$ cat src/edsch_pkg.sv
// Package for the elevator disk scheduler: command and result word types,
// status and function codes, select-unit handshake structs.
// No dependencies.
package edsch_pkg;

    // Default sizes
    localparam int TABLE_DEPTH_DEF   = 16;
    localparam int CYLINDER_BITS_DEF = 10;

    // Function codes of a command word
    localparam logic FUNC_SUBMIT   = 1'b0;
    localparam logic FUNC_DISPATCH = 1'b1;

    // Arm direction
    localparam logic DIR_UP   = 1'b0;
    localparam logic DIR_DOWN = 1'b1;

    // Result status codes
    localparam logic [1:0] STAT_ACCEPTED = 2'd0;
    localparam logic [1:0] STAT_FULL     = 2'd1;
    localparam logic [1:0] STAT_SERVED   = 2'd2;
    localparam logic [1:0] STAT_EMPTY    = 2'd3;

    // Command word
    typedef struct packed {
        logic       func;
        logic [7:0] request_id;
        logic [9:0] cylinder;
        logic [7:0] track;
        logic [7:0] record;
    } cmd_word_t;

    // Result word
    typedef struct packed {
        logic [1:0] status;
        logic [7:0] served_id;
        logic [9:0] served_cylinder;
        logic [7:0] served_track;
        logic [7:0] served_record;
        logic       arm_direction;
        logic [4:0] pending_count;
    } res_word_t;

    // Sequencer to select unit
    typedef struct packed {
        logic clear;   // start of a scan: drop all bests
        logic load;    // a table entry is on the read data bus
    } sel_ctrl_t;

    // Select unit to sequencer
    typedef struct packed {
        logic found;   // a candidate exists
        logic flip;    // candidate lies against the arm direction
    } sel_stat_t;

endpackage

$ cat src/elevator_disk_scheduler.sv
// Top level of the elevator (SCAN) disk scheduler: sequencer, head state,
// request table and select unit. Depends on edsch_pkg, edsch_table, edsch_select.
//
//  channel   | ports                 | handshake
//  ----------+-----------------------+----------------------------------------
//  command   | start, busy, cmd      | word taken when start && !busy
//  result    | done, result          | word valid for the one cycle done is high
//
// Submit and dispatch on an empty table: result in the cycle after the command.
// Dispatch with N pending: N table reads for the scan, the drain and choose
// states to settle the pick, one shift step per entry behind the served one
// for the removal, then a finish state, all through the single table read port.
// Reset clears the count, head position and direction; table contents need
// no clearing. The receiver cannot stall; a new command may be taken in the
// cycle its predecessor's result is shown.
module elevator_disk_scheduler #(
    parameter int TABLE_DEPTH   = edsch_pkg::TABLE_DEPTH_DEF,
    parameter int CYLINDER_BITS = edsch_pkg::CYLINDER_BITS_DEF
) (
    input  logic                 clk,
    input  logic                 rst_n,
    input  logic                 start,
    output logic                 busy,
    input  edsch_pkg::cmd_word_t cmd,
    output logic                 done,
    output edsch_pkg::res_word_t result
);
    import edsch_pkg::*;

    localparam int IW = $clog2(TABLE_DEPTH);
    localparam int CW = $clog2(TABLE_DEPTH + 1);
    localparam int EW = CYLINDER_BITS + 24;

    typedef struct packed {
        logic [7:0]               id;
        logic [CYLINDER_BITS-1:0] cyl;
        logic [7:0]               trk;
        logic [7:0]               rec;
    } entry_t;

    typedef enum logic [5:0] {
        S_IDLE   = 6'b000001,
        S_SCAN   = 6'b000010,
        S_DRAIN  = 6'b000100,
        S_CHOOSE = 6'b001000,
        S_SHIFT  = 6'b010000,
        S_FINISH = 6'b100000
    } state_t;

    state_t state_reg, state_next;
    logic [CW-1:0]            count_reg, count_next;
    logic [CYLINDER_BITS-1:0] head_cyl_reg, head_cyl_next;
    logic [7:0]               head_rec_reg, head_rec_next;
    logic                     dir_reg, dir_next;
    logic [IW-1:0]            ptr_reg, ptr_next;
    logic                     scan_vld_reg, scan_vld_next;
    logic [IW-1:0]            scan_idx_reg, scan_idx_next;
    logic                     sh_vld_reg, sh_vld_next;
    logic [IW-1:0]            sh_addr_reg, sh_addr_next;
    logic                     done_reg, done_next;
    res_word_t                result_reg, result_next;
    entry_t                   chosen_reg, chosen_next;

    logic          accept;
    logic          we;
    logic [IW-1:0] waddr, raddr;
    logic [EW-1:0] wdata, rdata;
    entry_t        new_ent;
    sel_ctrl_t     sel_ctrl;
    sel_stat_t     sel_stat;
    logic [IW-1:0] choice_idx;
    logic [EW-1:0] choice_data;
    logic [CYLINDER_BITS+9:0] cyl_in_wide;
    logic [CYLINDER_BITS+9:0] cyl_out_wide;
    logic [CW+4:0]            pc_wide;
    logic [CW-1:0]            count_dec;

    assign accept = start && !busy;
    assign busy   = (state_reg != S_IDLE);
    assign done   = done_reg;
    assign result = result_reg;

    // Field width fitting
    assign cyl_in_wide  = {{CYLINDER_BITS{1'b0}}, cmd.cylinder};
    assign cyl_out_wide = {10'd0, chosen_reg.cyl};
    assign count_dec    = count_reg - CW'(1);

    always_comb
    begin
        new_ent.id  = cmd.request_id;
        new_ent.cyl = cyl_in_wide[CYLINDER_BITS-1:0];
        new_ent.trk = cmd.track;
        new_ent.rec = cmd.record;
    end

    // Table port muxing: submit writes at the tail, shift writes one below
    always_comb
    begin
        we    = 1'b0;
        waddr = count_reg[IW-1:0];
        wdata = new_ent;
        if (sh_vld_reg)
        begin
            we    = 1'b1;
            waddr = sh_addr_reg;
            wdata = rdata;
        end
        else if (accept && (cmd.func == FUNC_SUBMIT) && (count_reg < CW'(TABLE_DEPTH)))
        begin
            we = 1'b1;
        end
        raddr = (state_reg == S_SHIFT) ? (ptr_reg + IW'(1)) : ptr_reg;
    end

    edsch_table #(
        .DEPTH  (TABLE_DEPTH),
        .DATA_W (EW)
    ) u_table (
        .clk   (clk),
        .we    (we),
        .waddr (waddr),
        .wdata (wdata),
        .raddr (raddr),
        .rdata (rdata)
    );

    assign sel_ctrl.clear = accept && (cmd.func == FUNC_DISPATCH);
    assign sel_ctrl.load  = scan_vld_reg;

    edsch_select #(
        .TABLE_DEPTH   (TABLE_DEPTH),
        .CYLINDER_BITS (CYLINDER_BITS)
    ) u_select (
        .clk         (clk),
        .rst_n       (rst_n),
        .ctrl        (sel_ctrl),
        .idx         (scan_idx_reg),
        .data        (rdata),
        .head_cyl    (head_cyl_reg),
        .head_rec    (head_rec_reg),
        .dir         (dir_reg),
        .choice_idx  (choice_idx),
        .choice_data (choice_data),
        .stat        (sel_stat)
    );

    // Sequencer
    always_comb
    begin
        state_next    = state_reg;
        count_next    = count_reg;
        head_cyl_next = head_cyl_reg;
        head_rec_next = head_rec_reg;
        dir_next      = dir_reg;
        ptr_next      = ptr_reg;
        scan_vld_next = 1'b0;
        scan_idx_next = scan_idx_reg;
        sh_vld_next   = 1'b0;
        sh_addr_next  = sh_addr_reg;
        chosen_next   = chosen_reg;
        done_next     = 1'b0;
        result_next   = result_reg;
        pc_wide       = {5'd0, count_reg};

        unique case (state_reg)
            S_IDLE:
            begin
                if (accept)
                begin
                    result_next                 = '0;
                    result_next.arm_direction   = dir_reg;
                    if (cmd.func == FUNC_SUBMIT)
                    begin
                        done_next = 1'b1;
                        if (count_reg < CW'(TABLE_DEPTH))
                        begin
                            count_next         = count_reg + CW'(1);
                            pc_wide            = {5'd0, count_next};
                            result_next.status = STAT_ACCEPTED;
                        end
                        else
                        begin
                            result_next.status = STAT_FULL;
                        end
                        result_next.pending_count = pc_wide[4:0];
                    end
                    else if (count_reg == '0)
                    begin
                        done_next                 = 1'b1;
                        result_next.status        = STAT_EMPTY;
                        result_next.pending_count = pc_wide[4:0];
                    end
                    else
                    begin
                        ptr_next   = '0;
                        state_next = S_SCAN;
                    end
                end
            end

            // Stream every pending entry through the select unit
            S_SCAN:
            begin
                scan_vld_next = 1'b1;
                scan_idx_next = ptr_reg;
                ptr_next      = ptr_reg + IW'(1);
                if ((CW'(ptr_reg) + CW'(1)) == count_reg)
                begin
                    state_next = S_DRAIN;
                end
            end

            S_DRAIN:
            begin
                state_next = S_CHOOSE;
            end

            // Take the pick, move the head, set up the removal shift
            S_CHOOSE:
            begin
                if (!sel_stat.found)
                begin
                    done_next                 = 1'b1;
                    result_next               = '0;
                    result_next.status        = STAT_EMPTY;
                    result_next.arm_direction = dir_reg ^ sel_stat.flip;
                    result_next.pending_count = pc_wide[4:0];
                    dir_next                  = dir_reg ^ sel_stat.flip;
                    state_next                = S_IDLE;
                end
                else
                begin
                    chosen_next   = entry_t'(choice_data);
                    head_cyl_next = chosen_next.cyl;
                    head_rec_next = chosen_next.rec;
                    dir_next      = dir_reg ^ sel_stat.flip;
                    ptr_next      = choice_idx;
                    if ((CW'(choice_idx) + CW'(1)) == count_reg)
                    begin
                        state_next = S_FINISH;
                    end
                    else
                    begin
                        state_next = S_SHIFT;
                    end
                end
            end

            // Read entry ptr+1, written to ptr in the following cycle
            S_SHIFT:
            begin
                sh_vld_next  = 1'b1;
                sh_addr_next = ptr_reg;
                ptr_next     = ptr_reg + IW'(1);
                if ((CW'(ptr_reg) + CW'(2)) == count_reg)
                begin
                    state_next = S_FINISH;
                end
            end

            S_FINISH:
            begin
                count_next                  = count_dec;
                pc_wide                     = {5'd0, count_dec};
                done_next                   = 1'b1;
                result_next.status          = STAT_SERVED;
                result_next.served_id       = chosen_reg.id;
                result_next.served_cylinder = cyl_out_wide[9:0];
                result_next.served_track    = chosen_reg.trk;
                result_next.served_record   = chosen_reg.rec;
                result_next.arm_direction   = dir_reg;
                result_next.pending_count   = pc_wide[4:0];
                state_next                  = S_IDLE;
            end

            default:
            begin
                state_next = S_IDLE;
            end
        endcase
    end

    // Control and head state
    always_ff @(posedge clk or negedge rst_n)
    begin
        if (!rst_n)
        begin
            state_reg    <= S_IDLE;
            count_reg    <= '0;
            head_cyl_reg <= '0;
            head_rec_reg <= '0;
            dir_reg      <= DIR_UP;
            scan_vld_reg <= 1'b0;
            sh_vld_reg   <= 1'b0;
            done_reg     <= 1'b0;
        end
        else
        begin
            state_reg    <= state_next;
            count_reg    <= count_next;
            head_cyl_reg <= head_cyl_next;
            head_rec_reg <= head_rec_next;
            dir_reg      <= dir_next;
            scan_vld_reg <= scan_vld_next;
            sh_vld_reg   <= sh_vld_next;
            done_reg     <= done_next;
        end
    end

    // Payload registers
    always_ff @(posedge clk)
    begin
        ptr_reg      <= ptr_next;
        scan_idx_reg <= scan_idx_next;
        sh_addr_reg  <= sh_addr_next;
        chosen_reg   <= chosen_next;
        result_reg   <= result_next;
    end

endmodule

$ cat src/edsch_table.sv
// Request table storage: one write port, one read port, registered read.
// No dependencies.
module edsch_table #(
    parameter int DEPTH  = 16,
    parameter int DATA_W = 34
) (
    input  logic                     clk,
    input  logic                     we,
    input  logic [$clog2(DEPTH)-1:0] waddr,
    input  logic [DATA_W-1:0]        wdata,
    input  logic [$clog2(DEPTH)-1:0] raddr,
    output logic [DATA_W-1:0]        rdata
);

    logic [DATA_W-1:0] mem [DEPTH];
    logic [DATA_W-1:0] rdata_reg;

    // Write port
    always_ff @(posedge clk)
    begin
        if (we)
        begin
            mem[waddr] <= wdata;
        end
    end

    // Read port, registered
    always_ff @(posedge clk)
    begin
        rdata_reg <= mem[raddr];
    end

    assign rdata = rdata_reg;

endmodule

$ cat src/edsch_select.sv
// Running-best unit: tracks same-cylinder, nearest-up and nearest-down
// candidates over a scan of the table and picks the next request.
// Depends on edsch_pkg.
module edsch_select #(
    parameter int TABLE_DEPTH   = 16,
    parameter int CYLINDER_BITS = 10
) (
    input  logic                             clk,
    input  logic                             rst_n,
    input  edsch_pkg::sel_ctrl_t             ctrl,
    input  logic [$clog2(TABLE_DEPTH)-1:0]   idx,
    input  logic [CYLINDER_BITS+23:0]        data,
    input  logic [CYLINDER_BITS-1:0]         head_cyl,
    input  logic [7:0]                       head_rec,
    input  logic                             dir,
    output logic [$clog2(TABLE_DEPTH)-1:0]   choice_idx,
    output logic [CYLINDER_BITS+23:0]        choice_data,
    output edsch_pkg::sel_stat_t             stat
);
    import edsch_pkg::*;

    localparam int IW = $clog2(TABLE_DEPTH);

    typedef struct packed {
        logic [7:0]               id;
        logic [CYLINDER_BITS-1:0] cyl;
        logic [7:0]               trk;
        logic [7:0]               rec;
    } entry_t;

    entry_t ent;
    entry_t same_ent_reg, up_ent_reg, dn_ent_reg;
    logic [IW-1:0] same_idx_reg, up_idx_reg, dn_idx_reg;
    logic [7:0]    same_dist_reg;
    logic          same_found_reg, up_found_reg, dn_found_reg;
    logic [7:0]    rec_dist;
    logic          take_same, take_up, take_dn;

    assign ent = entry_t'(data);

    // Record distance and candidate tests; strict compares keep the oldest
    always_comb
    begin
        rec_dist  = (ent.rec >= head_rec) ? (ent.rec - head_rec) : (head_rec - ent.rec);
        take_same = ctrl.load && (ent.cyl == head_cyl)
                    && (!same_found_reg || (rec_dist < same_dist_reg));
        take_up   = ctrl.load && (ent.cyl > head_cyl)
                    && (!up_found_reg || (ent.cyl < up_ent_reg.cyl));
        take_dn   = ctrl.load && (ent.cyl < head_cyl)
                    && (!dn_found_reg || (ent.cyl > dn_ent_reg.cyl));
    end

    // Found flags
    always_ff @(posedge clk or negedge rst_n)
    begin
        if (!rst_n)
        begin
            same_found_reg <= 1'b0;
            up_found_reg   <= 1'b0;
            dn_found_reg   <= 1'b0;
        end
        else if (ctrl.clear)
        begin
            same_found_reg <= 1'b0;
            up_found_reg   <= 1'b0;
            dn_found_reg   <= 1'b0;
        end
        else
        begin
            if (take_same) same_found_reg <= 1'b1;
            if (take_up)   up_found_reg   <= 1'b1;
            if (take_dn)   dn_found_reg   <= 1'b1;
        end
    end

    // Candidate payloads
    always_ff @(posedge clk)
    begin
        if (take_same)
        begin
            same_ent_reg  <= ent;
            same_idx_reg  <= idx;
            same_dist_reg <= rec_dist;
        end
        if (take_up)
        begin
            up_ent_reg <= ent;
            up_idx_reg <= idx;
        end
        if (take_dn)
        begin
            dn_ent_reg <= ent;
            dn_idx_reg <= idx;
        end
    end

    // Final pick: same cylinder, then ahead, then reverse
    always_comb
    begin
        stat.found  = same_found_reg;
        stat.flip   = 1'b0;
        choice_idx  = same_idx_reg;
        choice_data = same_ent_reg;
        if (!same_found_reg)
        begin
            if (dir == DIR_UP)
            begin
                if (up_found_reg)
                begin
                    stat.found  = 1'b1;
                    choice_idx  = up_idx_reg;
                    choice_data = up_ent_reg;
                end
                else
                begin
                    stat.found  = dn_found_reg;
                    stat.flip   = 1'b1;
                    choice_idx  = dn_idx_reg;
                    choice_data = dn_ent_reg;
                end
            end
            else
            begin
                if (dn_found_reg)
                begin
                    stat.found  = 1'b1;
                    choice_idx  = dn_idx_reg;
                    choice_data = dn_ent_reg;
                end
                else
                begin
                    stat.found  = up_found_reg;
                    stat.flip   = 1'b1;
                    choice_idx  = up_idx_reg;
                    choice_data = up_ent_reg;
                end
            end
        end
    end

endmodule

$ cat config.mk
export PLATFORM = sky130hd
export DESIGN_NAME = elevator_disk_scheduler
export DESIGN_NICKNAME = d
export VERILOG_FILES = /design/src/edsch_pkg.sv /design/src/elevator_disk_scheduler.sv /design/src/edsch_table.sv /design/src/edsch_select.sv
export SDC_FILE = /design/constraint.sdc
export NUM_CORES = 1
export LEC_CHECK = 0
export BUFFER_PORTS_ARGS = -buffer_cell sky130_fd_sc_hd__buf_2
export CAP_MARGIN = 10
export CORE_AREA = 2 2 323 325
export CTS_CLUSTER_SIZE = 25
export DETAILED_ROUTE_END_ITERATION = 10
export DIE_AREA = 0 0 325 327
export SLEW_MARGIN = 0
export SYNTH_ARGS = -nofsm -noshare
export SYNTH_HDL_FRONTEND = slang
export SYNTH_SLANG_ARGS = --single-unit
$ cat constraint.sdc
create_clock -name clk -period 6.6 [get_ports clk]
set_clock_uncertainty 0.15 [all_clocks]
set_input_delay 0 -clock clk [delete_from_list [all_inputs] [get_ports clk]]
set_output_delay 0 -clock clk [all_outputs]
set_load 0.05 [all_outputs]
# Word-level counts from Yosys, hierarchy flattened
# Memory sizes are Yosys's and may differ from the RTL's. A register that Yosys moved wholly into a read port is not among the register bits.
# Index checks and enable logic that the tools add are counted.
dict set report word_totals {
  regBits 246
  latch_bits 0
  ram_bits 544
  romBits 0
  in_bits 38
  word_cells 170
  mem_count 1
}
dict set report op_classes {
  n_addsub 8
  n_mul 0
  div 0
  magnitude_cmp 7
  eq_ne 20
  shifts 0
  mux 61
  bitwise_logic 2
  reduce_logical 30
}
# name depth width rd rd_clocked_by_memory_dff wr line
set mem_list {}
lappend mem_list {u_table.mem 16 34 1 1 1 edsch_table.sv:15} ;# logic [DATA_W-1:0] mem [DEPTH];
# operator n
set op_table {}
lappend op_table {{2-to-1 mux 34 bit} 5}
lappend op_table {{case mux 42 bit (3 select lines)} 1}
lappend op_table {{2-to-1 mux 42 bit} 2}
lappend op_table {{2-to-1 mux 6 bit} 7}
lappend op_table {{2-to-1 mux 4 bit} 10}
lappend op_table {{2-to-1 mux 5 bit} 6}
lappend op_table {{case mux 6 bit (5 select lines)} 1}
lappend op_table {{2-to-1 mux 1 bit} 21}
lappend op_table {{greater-than comparator 10 bit} 2}
lappend op_table {{< comparator 10 bit} 2}
lappend op_table {{inequality test 2 bit, second input constant} 8}
lappend op_table {{subtractor 8 bit} 2}
lappend op_table {{equality test 5 bit} 3}
lappend op_table {{case mux 4 bit (3 select lines)} 1}
lappend op_table {{adder 4 x 1 -> 5 bit, second input constant} 2}
lappend op_table {{equality test 10 bit} 1}
lappend op_table {{logical AND 1 bit} 10}
lappend op_table {{case mux 5 bit (2 select lines)} 1}
lappend op_table {{AND reduction 5 bit} 2}
lappend op_table {{greater-or-equal comparator 8 bit} 1}
lappend op_table {{< comparator 8 bit} 1}
lappend op_table {{2-to-1 mux 2 bit} 4}
lappend op_table {{2-to-1 mux 8 bit} 1}
lappend op_table {{nonzero test 2 bit} 4}
lappend op_table {{other kinds (24)} 30}

# Logic depth before layout (Yosys ltp)
dict set report depth {
  word_depth 9
  depth_mapped 19
  depth_no_buf 18
}

# Hierarchy
# From an unflattened synthesis, not the netlist that was laid out.
dict set report hier_totals {
  hier_cells 1756
  area_unflattened_um2 32758.9
}
# mod instances cells_per_inst area_per_inst_um2
set by_module_without_submodules {}
lappend by_module_without_submodules {edsch_table 1 888 21076.5}
lappend by_module_without_submodules {edsch_select 1 474 6173.4}
lappend by_module_without_submodules {elevator_disk_scheduler 1 394 5509.0}

# Least setup slack after synthesis
# OpenSTA, ideal clock, no wires.
dict set report synth_timing {
  path_type {reg-to-reg}
  start {register u_table.rdata_reg[0], in the netlist u_table.rdata[0], read port of u_table.mem}
  end {register u_select.same_dist_reg[0], enable pin}
  arrival_ps 4274
  required_time_ps 6042
  path_slack_ps 1768
  path_stages_with_launch 20
  period_less_slack_ps 4832
  cell_sequence {dfxtp_1 inv_1 ha_1 inv_1 fa_1 a21o_1 a21oi_1 a31oi_1 nand2b_1 clkbuf_1 mux2_2 ha_1 a21boi_0 o21a_1 o21a_1 o21ai_0 a21oi_1 o21a_1 o21ai_0 and2_1}
}
dict set report synth_via {
  elab_chain_len 5
}
# element line
set synth_rtl {}
lappend synth_rtl {{start: declaration} edsch_table.sv:16} ;# logic [DATA_W-1:0] rdata_reg;
lappend synth_rtl {{subtractor 8 bit / greater-or-equal comparator 8 bit (equally long branches)} edsch_select.sv:44} ;# rec_dist = (ent.rec >= head_rec) ? (ent.rec - head_rec) : (head_rec - ent.rec);
lappend synth_rtl {{2-to-1 mux 8 bit *} edsch_select.sv:44}
lappend synth_rtl {{net u_select.rec_dist[1]} edsch_select.sv:36} ;# logic [7:0] rec_dist;
lappend synth_rtl {{< comparator 8 bit *} edsch_select.sv:46} ;# && (!same_found_reg || (rec_dist < same_dist_reg));
lappend synth_rtl {{logical OR 1 bit *} edsch_select.sv:46}
lappend synth_rtl {{logical AND 1 bit *} edsch_select.sv:46}
lappend synth_rtl {{net u_select.take_same} edsch_select.sv:37} ;# logic take_same, take_up, take_dn;
lappend synth_rtl {{end signal: assignment} edsch_select.sv:83} ;# same_dist_reg <= rec_dist;
lappend synth_rtl {{end: declaration} edsch_select.sv:34} ;# logic [7:0] same_dist_reg;
# The timed path passes the listed nets; every way through them passes the cells marked *.
# A chain may end at the register's enable or synchronous reset.

# Worst setup path after layout
dict set report layout_timing {
  start {register u_table.rdata_reg[0], in the netlist u_table.rdata[0], read port of u_table.mem}
  end {register u_select.same_ent_reg[21] (netlist name), enable pin}
}
dict set report layout_via {
  elab_chain_len 5
}
# element line
set layout_rtl {}
lappend layout_rtl {{subtractor 8 bit / greater-or-equal comparator 8 bit (equally long branches)} edsch_select.sv:44}
lappend layout_rtl {{2-to-1 mux 8 bit *} edsch_select.sv:44}
lappend layout_rtl {{net u_select.rec_dist[1]} edsch_select.sv:36}
lappend layout_rtl {{< comparator 8 bit *} edsch_select.sv:46}
lappend layout_rtl {{logical OR 1 bit *} edsch_select.sv:46}
lappend layout_rtl {{logical AND 1 bit *} edsch_select.sv:46}
lappend layout_rtl {{net u_select.take_same} edsch_select.sv:37}
lappend layout_rtl {{end signal: assignment} edsch_select.sv:81} ;# same_ent_reg <= ent;
lappend layout_rtl {{end: declaration} edsch_select.sv:32} ;# entry_t same_ent_reg, up_ent_reg, dn_ent_reg;
# Marked as above.

==> flow_summary.ini <==
[yosys]
ys_ff_latch = 824
synth_top_area_cell = edfxtp_1
synth_seq_area_share_pct = 67.8
synthTopCellsByArea = edfxtp_1 63%, mux2i_1 7.7%, mux4_2 6.8%, dfrtp_1 2.4%, ha_1 2.0%
ys_dominant_reg_cell = edfxtp_1
syn-cell-area_um2 = 35800
synth_top_area_share_pct = 63.3
synth.most_common_cell = edfxtp_1
synth_nets = 2344
ys.warnings.count = 0
synth_edf_count = 754
syn_inst = 2247
async_flop_share_pct = 4.37
syn_avg_cell_area_um2 = 15.9
ys_types = 72
synth_common_cells = 754 x edfxtp_1, 276 x mux2i_1, 113 x nand2_1

[sta]
setup_tns_ns = 0
drv_slew = 0
worst_slew_pin_slew_ns = 1.28
hold_viol = 0
clock.fmax_ghz = 0.201
relSlewSlack_pct = 14.7
layout_min_cycle_time_ns = 4.99
setup_violations = 0
rsz0062_at_grt = false
finalCritPeriodShare_pct = 75.6

[finish]
finalNonFillerCells = 3830
multi_input_area_um2 = 10900
nets = 2471
antenna_cells = 0
largest_reg_flops = 544
regArea_um2 = 24200
layout-drive-gt1-share_pct = 19.2
n_fill_cell = 9273
syn2layout_area_growth_pct = 15.7

[placed_design]
hpwl_um = 55200
gp_congestion = 0.797
port_buffers = 81
dpl.cell_count = 3623

[floorplan]
start_util_pct = 34.7
die_h_um = 327
row_count = 118
io_pins = 82
die_w_um = 325
core_um2 = 103000
die-area_um2 = 106000

[power]
power_leakage_nw = 14.1
p_per_area_nw_per_um2 = 423
ir_worst_vdd_uv = 355

[detailed_routing]
vias = 20900
wl_per_cell_um = 24.6
drc_errors = 0
dr.pass1.iters = 5
via_per_inst = 5.45
ant_nets = 0
wirelength_um = 94100
drtIter0Drc = 2081

[grt]
grt_antenna_before_repair = 4
grt.total_usage_pct = 17.4
grt_pass1_vias = 21100
grt_max_degree = 110
grt_pass1_wl_um = 138000
overflow = 0

[clocking]
clockBufferDepth = 3
cts_made_buffers = 88
htreeDepth = 3
cts_setup_buffers = 0
cts_root_buf = clkbuf_16
clock_sinks = 824
cts_tree = yes
insertion_delay_ns = 0.67
clkTransAtPathRegs_ns = 0.06

[worst_hold_path]
hold_path_class = input pin to flip-flop
whs_path_depth = 3

[worst_setup_path]
r2r_cells = 19
critPathLaunchType = flip-flop
critPathKind = flip-flop to flip-flop
endpoint = u_select.same_ent_reg[21]
worstPathMaxFanout = 27
reg2reg_from = u_table.rdata[0]
end_kind = flip-flop
reg2reg_setup_slack_ns = 1.61
reg2reg_to = u_select.same_ent_reg[21]
worstPathArrival_ns = 5.16
crit_required_ns = 6.77
worstSetupStartpoint = u_table.rdata[0]

[status]
status = complete, no violations

[flow_run]
cap_violations = 0
## layout by cell type, fill, tap and decap left out, drive strengths merged, types with 14 or more instances in the layout
| cell | netlist | layout |
|---|---|---|
| nor3 | 16 | 16 |
| a22oi | 16 | 16 |
| o211ai | 14 | 14 |
| and2 | 38 | 38 |
| ha | 57 | 57 |
| xnor2 | 14 | 14 |
| dlygate4sd3 | 0 | 39 |
| a221oi | 19 | 19 |
| clkbuf | 73 | 123 |
| nor2 | 78 | 78 |
| o22ai | 69 | 69 |
| edfxtp | 754 | 754 |
| dfrtp | 35 | 35 |
| o22a | 18 | 18 |
| mux4 | 108 | 108 |
| buf | 60 | 130 |
| o21ai | 93 | 93 |
| clkinv | 1 | 35 |
| mux2 | 41 | 41 |
| inv | 66 | 68 |
| nand3 | 30 | 30 |
| mux2i | 276 | 276 |
| dfxtp | 34 | 34 |
| a21oi | 88 | 88 |
| nand2 | 113 | 113 |
## critical path, cell delays in order (launching register included)
cell      delay (ns)
dfxtp_1         0.36
inv_1           0.07
ha_1            0.14
inv_1           0.06
fa_1            0.39
a21o_1          0.19
a21oi_1         0.20
a31oi_1         0.15
nand2b_1        0.31
mux2_2          0.35
ha_1            0.26
a21boi_0        0.12
o21a_1          0.18
o21a_1          0.16
o21ai_0         0.14
a21oi_1         0.09
o21a_1          0.17
o21ai_0         0.15
and2_2          0.63
buf_4           0.40
## metal layers
metal / vias up / wire length, µm / global-route usage, %
met5: - / 0 / 0
met4: 0 / 2640 / 5.54
met3: 154 / 6080 / 2.66
met2: 761 / 45800 / 29.1
met1: 10800 / 39600 / 23.4
li1: 9130 / - / -
## worst min-delay path by stage
stage                       endpoint  startpoint
2_1_floorplan           count_reg[0]       rst_n
5_1_grt        u_select.dn_found_reg     cmd[34]
4_1_cts        u_select.dn_found_reg     cmd[34]
6_report       u_select.dn_found_reg     cmd[34]
3_5_place_dp            count_reg[0]       rst_n
3_3_place_gp            count_reg[4]       rst_n
## layout make-up
type / instances / area share (%)
well taps: 1380 / 4.17
repair buffers: 170 / 2.92
clock buffers: 122 / 6.04
inverters: 67 / 0.614
flip-flops and latches: 824 / 58.6
clock inverters: 44 / 1.29
multi-input cells: 1223 / 26.4
## repair_timing
action	CTS	global route
endpoints found under the hold margin	610	0
resized for setup	0	0
setup endpoints to repair	0	0
hold buffers	40	0
## power breakdown
part           total, mW  leakage (nW)  internal, mW  switching (mW)
Sequential          6.84          7.59          6.28           0.557
Clock               5.08          1.49          2.96            2.12
Combinational       5.60          5.05          2.29            3.31
Total               17.5          14.1          11.5            5.99
## per-stage QoR
stage / cell area [µm²] / utilization, % / hold WS [ns] / worst slack (ns) / power (mW)
2_1_floorplan: 35800 / - / -0.446 / 1.77 / 10.8
3_3_place_gp: 37900 / 36.9 / 0.0578 / 1.60 / 12.4
3_5_place_dp: 37900 / 36.9 / 0.0771 / 1.61 / 12.5
4_1_cts: 41400 / 40.2 / 0.158 / 1.59 / 17.6
5_1_grt: 41400 / 40.2 / 0.197 / 1.22 / 18.3
6_report: 41400 / 40.2 / 0.193 / 1.61 / 17.5
## cells by family after synthesis
kind of cell	after synthesis	share of synthesized area, %
flip-flops	824	67.8
multiplexers	425	15.8
AO/OA/AOI/OAI	390	7.03
AND/OR/NAND/NOR	325	4.34
buffers and inverters	200	2.31
adder cells (fa/ha/maj)	59	2.11
XOR/XNOR	24	0.640
(Power assumes the default switching activity.)
